[config.mk]
export PLATFORM = sky130hd
export DESIGN_NAME = vxlan_encap_header_generator
export DESIGN_NICKNAME = d
export VERILOG_FILES = /design/src/design/vxeh_pkg.sv /design/src/design/vxeh_crc_stage.sv /design/src/design/vxeh_port_scale.sv /design/src/design/vxeh_serializer.sv /design/src/design/vxeh_pipeline.sv /design/src/design/vxlan_encap_header_generator.sv
export SDC_FILE = /design/constraint.sdc
export NUM_CORES = 2
export LEC_CHECK = 0
export BUFFER_PORTS_ARGS = -buffer_cell sky130_fd_sc_hd__buf_4
export CAP_MARGIN = 20
export CORE_MARGIN = 3
export CORE_UTILIZATION = 60
export DETAILED_ROUTE_END_ITERATION = 8
export GPL_TIMING_DRIVEN = 0
export PLACE_DENSITY = 0.78
export SLEW_MARGIN = 25
export SYNTH_ARGS = -nofsm -noshare
export SYNTH_HDL_FRONTEND = slang
export SYNTH_SLANG_ARGS = --single-unit
[constraint.sdc]
create_clock -name aclk -period 22.6 [get_ports aclk]
set_input_delay 4.52 -clock aclk [delete_from_list [all_inputs] [get_ports aclk]]
set_output_delay 4.52 -clock aclk [all_outputs]
set_load 0.02 [all_outputs]
[src/design/vxeh_pkg.sv]
// Shared types, constants and the CRC32C byte step for the VXLAN header generator.
package vxeh_pkg;

    // Header geometry: 50 bytes leave as seven 64-bit words.
    localparam int HDR_WORDS     = 7;
    localparam int WORD_CNT_W    = 3;
    localparam logic [WORD_CNT_W-1:0] LAST_WORD_IDX = 3'd6;
    localparam logic [3:0] FULL_BYTES = 4'd8;
    localparam logic [3:0] TAIL_BYTES = 4'd2;

    // Word indexes within the header.
    localparam logic [WORD_CNT_W-1:0] W_ETH_DMAC = 3'd0;
    localparam logic [WORD_CNT_W-1:0] W_ETH_TYPE = 3'd1;
    localparam logic [WORD_CNT_W-1:0] W_IP_LEN   = 3'd2;
    localparam logic [WORD_CNT_W-1:0] W_IP_SRC   = 3'd3;
    localparam logic [WORD_CNT_W-1:0] W_UDP      = 3'd4;
    localparam logic [WORD_CNT_W-1:0] W_VXLAN    = 3'd5;
    localparam logic [WORD_CNT_W-1:0] W_VNI_LO   = 3'd6;

    // Fixed header field values.
    localparam logic [15:0] ETHERTYPE_IPV4 = 16'h0800;
    localparam logic [7:0]  IPV4_VER_IHL   = 8'h45;
    localparam logic [7:0]  IPPROTO_UDP    = 8'd17;
    localparam logic [31:0] VXLAN_FLAGS    = 32'h0800_0000;
    localparam logic [15:0] IP_LEN_ADD     = 16'd36;
    localparam logic [15:0] UDP_LEN_ADD    = 16'd16;

    // CRC32C, reflected form.
    localparam logic [31:0] CRC32C_POLY = 32'h82F6_3B78;
    localparam int MAC_BITS = 96;
    localparam int CRC_BYTES_PER_STAGE = 4;

    // Configuration register indexes.
    localparam logic [2:0] REG_SRC_IP    = 3'd0;
    localparam logic [2:0] REG_DST_IP    = 3'd1;
    localparam logic [2:0] REG_VNI       = 3'd2;
    localparam logic [2:0] REG_TUNNEL    = 3'd3;
    localparam logic [2:0] REG_TTL       = 3'd4;
    localparam logic [2:0] REG_PORT_BASE = 3'd5;
    localparam logic [2:0] REG_PORT_SPAN = 3'd6;

    // Request moving through the CRC stages.
    typedef struct packed {
        logic [95:0] macs;     // destination MAC then source MAC, wire order
        logic [15:0] len;
        logic [31:0] crc;
    } vxeh_item_t;

    // Per-request header fields that are not taken from configuration.
    typedef struct packed {
        logic [15:0] ip_len;
        logic [15:0] udp_len;
        logic [15:0] flow_port;
    } vxeh_hdr_t;

    // Configuration as seen by the datapath.
    typedef struct packed {
        logic [31:0] src_ip;
        logic [31:0] dst_ip;
        logic [23:0] vni;
        logic [15:0] tunnel_port;
        logic [7:0]  ttl;
        logic [15:0] port_base;
        logic [16:0] port_span;
    } vxeh_cfg_t;

    // One byte of reflected CRC32C.
    function automatic logic [31:0] crc32c_byte(input logic [31:0] crc_in,
                                                input logic [7:0] b);
        logic [31:0] c;
        c = crc_in ^ {24'd0, b};
        for (int k = 0; k < 8; k++) begin
            c = c[0] ? ((c >> 1) ^ CRC32C_POLY) : (c >> 1);
        end
        return c;
    endfunction

endpackage

[src/design/vxeh_crc_stage.sv]
// One pipeline stage that folds four MAC bytes into the running CRC32C.
module vxeh_crc_stage #(
    parameter int STAGE = 0
) (
    input  logic                 aclk,
    input  logic                 aresetn,
    input  logic                 in_valid,
    output logic                 in_ready,
    input  vxeh_pkg::vxeh_item_t in_item,
    output logic                 out_valid,
    input  logic                 out_ready,
    output vxeh_pkg::vxeh_item_t out_item
);
    import vxeh_pkg::*;

    localparam int TOP_BIT = MAC_BITS - 1 - STAGE * CRC_BYTES_PER_STAGE * 8;

    logic       valid_reg;
    vxeh_item_t item_reg;
    vxeh_item_t item_next;

    // The stage advances whenever it is empty or its request moves on.
    assign in_ready = !valid_reg || out_ready;

    // Fold this stage's bytes, earliest wire byte first.
    always_comb begin
        item_next = in_item;
        for (int b = 0; b < CRC_BYTES_PER_STAGE; b++) begin
            item_next.crc = crc32c_byte(item_next.crc, in_item.macs[TOP_BIT - 8*b -: 8]);
        end
    end

    always_ff @(posedge aclk) begin
        if (!aresetn) begin
            valid_reg <= 1'b0;
        end else if (in_ready) begin
            valid_reg <= in_valid;
        end
    end

    always_ff @(posedge aclk) begin
        if (in_ready && in_valid) begin
            item_reg <= item_next;
        end
    end

    assign out_valid = valid_reg;
    assign out_item  = item_reg;

endmodule

[src/design/vxeh_port_scale.sv]
// Two pipeline stages: scale the CRC into the port range and form the lengths.
module vxeh_port_scale (
    input  logic                 aclk,
    input  logic                 aresetn,
    input  vxeh_pkg::vxeh_cfg_t  cfg,
    input  logic                 in_valid,
    output logic                 in_ready,
    input  vxeh_pkg::vxeh_item_t in_item,
    output logic                 out_valid,
    input  logic                 out_ready,
    output vxeh_pkg::vxeh_hdr_t  out_hdr
);
    import vxeh_pkg::*;

    logic        mul_valid_reg;
    logic [15:0] mul_hi_reg;
    logic [15:0] mul_len_reg;
    logic [48:0] product;
    logic        mul_ready;

    logic        hdr_valid_reg;
    vxeh_hdr_t   hdr_reg;
    vxeh_hdr_t   hdr_next;

    // Stage one: 32 by 17 multiply, keep the 16 bits that survive the wrap.
    assign product  = {17'd0, in_item.crc} * {32'd0, cfg.port_span};
    assign in_ready = !mul_valid_reg || mul_ready;

    always_ff @(posedge aclk) begin
        if (!aresetn) begin
            mul_valid_reg <= 1'b0;
        end else if (in_ready) begin
            mul_valid_reg <= in_valid;
        end
    end

    always_ff @(posedge aclk) begin
        if (in_ready && in_valid) begin
            mul_hi_reg  <= product[47:32];
            mul_len_reg <= in_item.len;
        end
    end

    // Stage two: add the port base and derive both length fields, all modulo 2^16.
    assign mul_ready = !hdr_valid_reg || out_ready;

    always_comb begin
        hdr_next.flow_port = mul_hi_reg + cfg.port_base;
        hdr_next.ip_len    = mul_len_reg + IP_LEN_ADD;
        hdr_next.udp_len   = mul_len_reg + UDP_LEN_ADD;
    end

    always_ff @(posedge aclk) begin
        if (!aresetn) begin
            hdr_valid_reg <= 1'b0;
        end else if (mul_ready) begin
            hdr_valid_reg <= mul_valid_reg;
        end
    end

    always_ff @(posedge aclk) begin
        if (mul_ready && mul_valid_reg) begin
            hdr_reg <= hdr_next;
        end
    end

    assign out_valid = hdr_valid_reg;
    assign out_hdr   = hdr_reg;

endmodule

[src/design/vxeh_serializer.sv]
// Holds one finished header and sends it out as seven 64-bit words.
module vxeh_serializer (
    input  logic                aclk,
    input  logic                aresetn,
    input  vxeh_pkg::vxeh_cfg_t cfg,
    input  logic                in_valid,
    output logic                in_ready,
    input  vxeh_pkg::vxeh_hdr_t in_hdr,
    output logic                m_valid,
    input  logic                m_ready,
    output logic [63:0]         m_header_word,
    output logic [3:0]          m_valid_bytes,
    output logic                m_last_word
);
    import vxeh_pkg::*;

    logic                  hold_reg;
    vxeh_hdr_t             hdr_reg;
    logic [WORD_CNT_W-1:0] cnt_reg;
    logic [WORD_CNT_W-1:0] cnt_next;
    logic                  at_last;
    logic                  last_taken;

    assign at_last    = (cnt_reg == LAST_WORD_IDX);
    assign last_taken = hold_reg && m_ready && at_last;

    // A new header loads while the last word of the previous one is taken.
    assign in_ready = !hold_reg || last_taken;

    always_comb begin
        cnt_next = cnt_reg;
        if (last_taken || !hold_reg) begin
            cnt_next = '0;
        end else if (m_ready) begin
            cnt_next = cnt_reg + 1'b1;
        end
    end

    always_ff @(posedge aclk) begin
        if (!aresetn) begin
            hold_reg <= 1'b0;
            cnt_reg  <= '0;
        end else begin
            cnt_reg <= cnt_next;
            if (in_ready) begin
                hold_reg <= in_valid;
            end
        end
    end

    always_ff @(posedge aclk) begin
        if (in_ready && in_valid) begin
            hdr_reg <= in_hdr;
        end
    end

    // Word selection; outer MACs and both checksums are zero.
    always_comb begin
        case (cnt_reg)
            W_ETH_DMAC: m_header_word = '0;
            W_ETH_TYPE: m_header_word = {32'd0, ETHERTYPE_IPV4, IPV4_VER_IHL, 8'd0};
            W_IP_LEN:   m_header_word = {hdr_reg.ip_len, 32'd0, cfg.ttl, IPPROTO_UDP};
            W_IP_SRC:   m_header_word = {16'd0, cfg.src_ip, cfg.dst_ip[31:16]};
            W_UDP:      m_header_word = {cfg.dst_ip[15:0], hdr_reg.flow_port,
                                         cfg.tunnel_port, hdr_reg.udp_len};
            W_VXLAN:    m_header_word = {16'd0, VXLAN_FLAGS, cfg.vni[23:8]};
            W_VNI_LO:   m_header_word = {cfg.vni[7:0], 56'd0};
            default:    m_header_word = '0;
        endcase
    end

    assign m_valid       = hold_reg;
    assign m_last_word   = at_last;
    assign m_valid_bytes = at_last ? TAIL_BYTES : FULL_BYTES;

    // The word counter wraps to the first word after the last one is taken.
    a_cnt_wrap: assert property (@(posedge aclk) disable iff (!aresetn)
        last_taken |=> (cnt_reg == '0))
        else $error("word counter did not wrap after the last word");

    // A stalled word keeps its place and stays offered.
    a_cnt_hold: assert property (@(posedge aclk) disable iff (!aresetn)
        (m_valid && !m_ready) |=> (m_valid && $stable(cnt_reg)))
        else $error("stalled header word moved");

    // No new header may load while the current one is still being sent.
    a_no_overrun: assert property (@(posedge aclk) disable iff (!aresetn)
        (hold_reg && !last_taken) |-> !in_ready)
        else $error("header loaded over one in progress");

    // The counter never passes the last word.
    a_cnt_range: assert property (@(posedge aclk) disable iff (!aresetn)
        cnt_reg <= LAST_WORD_IDX)
        else $error("word counter out of range");

endmodule

[src/design/vxeh_pipeline.sv]
// Three CRC stages followed by the port scaling stages.
module vxeh_pipeline (
    input  logic                 aclk,
    input  logic                 aresetn,
    input  vxeh_pkg::vxeh_cfg_t  cfg,
    input  logic                 in_valid,
    output logic                 in_ready,
    input  vxeh_pkg::vxeh_item_t in_item,
    output logic                 out_valid,
    input  logic                 out_ready,
    output vxeh_pkg::vxeh_hdr_t  out_hdr
);
    import vxeh_pkg::*;

    localparam int N_CRC = MAC_BITS / (CRC_BYTES_PER_STAGE * 8);

    logic       vld [N_CRC+1];
    logic       rdy [N_CRC+1];
    vxeh_item_t itm [N_CRC+1];

    assign vld[0]   = in_valid;
    assign itm[0]   = in_item;
    assign in_ready = rdy[0];

    // CRC stages, four MAC bytes each.
    for (genvar g = 0; g < N_CRC; g++) begin : g_crc
        vxeh_crc_stage #(.STAGE(g)) u_stage (
            .aclk      (aclk),
            .aresetn   (aresetn),
            .in_valid  (vld[g]),
            .in_ready  (rdy[g]),
            .in_item   (itm[g]),
            .out_valid (vld[g+1]),
            .out_ready (rdy[g+1]),
            .out_item  (itm[g+1])
        );
    end

    vxeh_port_scale u_scale (
        .aclk      (aclk),
        .aresetn   (aresetn),
        .cfg       (cfg),
        .in_valid  (vld[N_CRC]),
        .in_ready  (rdy[N_CRC]),
        .in_item   (itm[N_CRC]),
        .out_valid (out_valid),
        .out_ready (out_ready),
        .out_hdr   (out_hdr)
    );

endmodule

[src/design/vxlan_encap_header_generator.sv]
// VXLAN outer header generator: takes an inner frame's MACs, ethertype and length and
// sends out the 50-byte Ethernet, IPv4, UDP and VXLAN header as seven 64-bit words,
// earliest byte in bits 63:56, with the last word carrying two bytes. The outer MACs
// and both checksums are zero. The UDP source port is a CRC32C over the inner MACs,
// seeded with the byte-swapped ethertype and scaled into base .. base+span-1. A request
// passes three CRC stages, a multiply stage and a length/port stage before the
// serializer offers its first word. Seven words per header bound the sustained rate;
// up to six requests sit in the pipeline and output buffer while the output stalls.
// The user writes configuration only while idle; the block does not enforce it.
module vxlan_encap_header_generator (
    input  logic        aclk,
    input  logic        aresetn,
    // Configuration writes
    input  logic        cfg_wr_en,
    input  logic [2:0]  cfg_index,
    input  logic [31:0] cfg_wr_data,
    // Request channel
    input  logic        s_valid,
    output logic        s_ready,
    input  logic [47:0] s_inner_dest_mac,
    input  logic [47:0] s_inner_source_mac,
    input  logic [15:0] s_inner_ethertype,
    input  logic [15:0] s_inner_length,
    // Header word channel
    output logic        m_valid,
    input  logic        m_ready,
    output logic [63:0] m_header_word,
    output logic [3:0]  m_valid_bytes,
    output logic        m_last_word
);
    import vxeh_pkg::*;

    vxeh_cfg_t  cfg_reg;
    vxeh_item_t in_item;
    vxeh_hdr_t  pipe_hdr;
    logic       pipe_valid;
    logic       pipe_ready;

    // Configuration registers; values are masked to their width.
    always_ff @(posedge aclk) begin
        if (!aresetn) begin
            cfg_reg.src_ip      <= 32'h0A0A_0A0A;
            cfg_reg.dst_ip      <= 32'h0A0A_0A0B;
            cfg_reg.vni         <= 24'd1000;
            cfg_reg.tunnel_port <= 16'd4789;
            cfg_reg.ttl         <= 8'd64;
            cfg_reg.port_base   <= 16'd49152;
            cfg_reg.port_span   <= 17'd16384;
        end else if (cfg_wr_en) begin
            case (cfg_index)
                REG_SRC_IP:    cfg_reg.src_ip      <= cfg_wr_data;
                REG_DST_IP:    cfg_reg.dst_ip      <= cfg_wr_data;
                REG_VNI:       cfg_reg.vni         <= cfg_wr_data[23:0];
                REG_TUNNEL:    cfg_reg.tunnel_port <= cfg_wr_data[15:0];
                REG_TTL:       cfg_reg.ttl         <= cfg_wr_data[7:0];
                REG_PORT_BASE: cfg_reg.port_base   <= cfg_wr_data[15:0];
                REG_PORT_SPAN: cfg_reg.port_span   <= cfg_wr_data[16:0];
                default:       ;
            endcase
        end
    end

    // The CRC starts from the ethertype with its bytes swapped.
    always_comb begin
        in_item.macs = {s_inner_dest_mac, s_inner_source_mac};
        in_item.len  = s_inner_length;
        in_item.crc  = {16'd0, s_inner_ethertype[7:0], s_inner_ethertype[15:8]};
    end

    vxeh_pipeline u_pipe (
        .aclk      (aclk),
        .aresetn   (aresetn),
        .cfg       (cfg_reg),
        .in_valid  (s_valid),
        .in_ready  (s_ready),
        .in_item   (in_item),
        .out_valid (pipe_valid),
        .out_ready (pipe_ready),
        .out_hdr   (pipe_hdr)
    );

    vxeh_serializer u_ser (
        .aclk          (aclk),
        .aresetn       (aresetn),
        .cfg           (cfg_reg),
        .in_valid      (pipe_valid),
        .in_ready      (pipe_ready),
        .in_hdr        (pipe_hdr),
        .m_valid       (m_valid),
        .m_ready       (m_ready),
        .m_header_word (m_header_word),
        .m_valid_bytes (m_valid_bytes),
        .m_last_word   (m_last_word)
    );

endmodule
==> results.json <==
{
  "syn_inst": 4207,
  "largest_reg_flops": 240,
  "synth_cell_types": 56,
  "fin_setup_tns_ns": 0,
  "async_flop_share": 0,
  "synth_area_per_cell_um2": 10.6,
  "cts_sinks": 518,
  "drive_gt1_frac": 0.0982,
  "synth_edf_count": 364,
  "clock_latency_ns": 0.63,
  "max_freq_ghz": 0.0912,
  "die_w_um": 279,
  "final.min_clock_period_ns": 10.96,
  "track_usage": 0.294,
  "grt_max_degree": 28,
  "die_h_um": 279,
  "ys_seq_area_frac": 0.314,
  "htreeDepth": 2,
  "wl_per_cell_um": 20.3,
  "whs_path_depth": 0,
  "max_slew_margin": 0.250,
  "wl_um": 112000,
  "tightest_slew_ns": 1.12,
  "path_depth": 6,
  "rr_worst_depth": 28,
  "drv_slew": 0,
  "clock_path_buffers": 3,
  "final_common_cell": "xnor2_1",
  "crit_path_cell_trace": "buf_4 -> a21boi_2 -> nand3_1 -> nor2_1 -> nand3_1 -> buf_4",
  "antenna_found_initial": 5,
  "slowest_stage": "nor2_1",
  "dr.pass1.iters": 8,
  "drtAntennaViolNets": 0,
  "setup-violations-final": 0,
  "cts.clk_slew.worst_paths_ns": 0.07,
  "areaGrowthSynthToFinish_pct": 12.2,
  "numCtsBuffers": 54,
  "fill_cells": 5510,
  "cpLargestDelayFamily": "simple AND/OR/NAND/NOR gates",
  "drv_cap": 0,
  "grt_setup_unrepaired": "no",
  "cp_max_fo": 7,
  "worstSetupPathType": "input port to primary output",
  "whs_ns": 0.410,
  "grt_pass1_vias": 31300,
  "dpl.hpwl_um": 89800,
  "ys_warn_count": 0,
  "grt_overflow": 0,
  "vias_per_cell": 5.43,
  "nets": 5270,
  "num_rows": 99,
  "critical_path.max_stage_delay_ns": 0.62,
  "final_cell_mix": "xnor2_1, nand2_1, inv_1",
  "start_util": 0.608,
  "ios": 239,
  "critical_path_required_ns": 18.08,
  "skew_ns": 0.0227,
  "cp-start-kind": "input port",
  "end_kind": "primary output",
  "cts-root-buf": "clkbuf_16",
  "drc": 0,
  "hold_viol_final": 0,
  "synthesis.area_um2": 44600,
  "via_count": 30000,
  "synth_seq_cells": 518,
  "drt_iter0_drc": 2312,
  "cp.arrival_ns": 6.44,
  "portBuffers": 235,
  "fin_crit_sh": 0.485,
  "grt_pass1_wl_um": 176000,
  "cts_hold_buffers": 0,
  "status": "finished, final reports clean",
  "cts_setup_buffers": 0,
  "path_buf_inv": 2,
  "post_cts_resized": 0,
  "dieArea_um2": 77600,
  "place.gp.congestion": 1.01,
  "fp.coreArea_um2": 73300,
  "synth_ff_type": "edfxtp_1",
  "hp-class": "register to register",
  "cts_tree": "done"
}
-- through the flow --
step,utilization,worst slack (ns),cells,instance area [um^2]
after global placement,0.649,8.35,5402,47600
final,0.682,11.64,5522,50000
after CTS,0.682,11.29,5519,50000
after global routing,0.682,11.47,5522,50000
after detailed placement,0.656,11.36,5418,48100
after floorplan,-,11.29,4208,44600
-- synth_stat cells (3+ instances only) --
cell type    n  area share
a222oi_1     6      0.0013
o21a_1       3     0.00050
xor2_2      31       0.011
a211oi_1     3     0.00050
o21bai_1     9      0.0015
buf_1        8     0.00067
nor3_1       4     0.00045
clkbuf_1   142       0.012
a22oi_1     21      0.0035
xnor2_1    766        0.15
xnor2_2     48       0.018
nor2_1      29      0.0024
and3_1       6     0.00084
a31oi_1      3     0.00042
xnor3_1     17      0.0086
nand4_1     10      0.0014
nand3_1     48      0.0054
nand2b_1     9      0.0013
edfxtp_1   364        0.25
nor2b_1     17      0.0024
nand2_1    674       0.057
dfxtp_1    154       0.069
ha_1       140       0.039
a21oi_1     39      0.0044
a221oi_1     3     0.00059
xnor2_4     14      0.0086
a21o_1      24      0.0040
o21ai_0     32      0.0036
buf_4        3     0.00050
xor2_1     180       0.035
fa_1       447        0.20
a22o_1      38      0.0075
inv_1      571       0.048
and2_1     202       0.028
a21boi_0   116       0.020
-- logic make-up (layout without fill, tap and decap cells) --
| group | after synthesis | count (layout) | synth area share |
|---|---|---|---|
| fa+ha+maj | 587 | 587 | 0.240 |
| compound gates | 311 | 311 | 0.0503 |
| xor+xnor | 1060 | 1060 | 0.234 |
| flops | 518 | 518 | 0.314 |
| buf+inv | 724 | 1076 | 0.0612 |
| other cells | 1 | 5 | 0.0000841 |
| mux | 1 | 1 | 0.000224 |
| simple gates | 1005 | 1005 | 0.100 |
-- worst paths after layout --
kind | slack (ns) | start | to
max | 11.64 | m_ready | s_ready
min | 0.41 | u_pipe.u_scale.out_hdr[24] | u_ser.hdr_reg[24]
max reg2reg | 14.07 | u_pipe.g_crc[2].u_stage.out_item[27] | u_pipe.u_scale.mul_hi_reg[15]
min reg2reg | 0.41 | u_pipe.u_scale.out_hdr[24] | u_ser.hdr_reg[24]
-- layer usage --
layer  GRT usage  share of wire
met1       0.382           0.39
met2       0.478           0.47
met3      0.0627          0.090
met4       0.137          0.055
met5           0              0
-- cell type report --
| cell class | instances | area (um^2) | area share |
|---|---|---|---|
| multi-input combinational | 2966 | 28000 | 0.559 |
| buffer | 153 | 586 | 0.0117 |
| timing repair buffer | 251 | 2200 | 0.0441 |
| inverter | 571 | 2140 | 0.0428 |
| antenna | 3 | 7.51 | 0.000150 |
| sequential | 518 | 14000 | 0.280 |
| tap | 959 | 1200 | 0.0240 |
| clock buffer | 67 | 1500 | 0.0299 |
| clock inverter | 34 | 430 | 0.00860 |
Power is not shown: default switching activity piles up to over one toggle a cycle in this logic, so the estimate is an artifact.
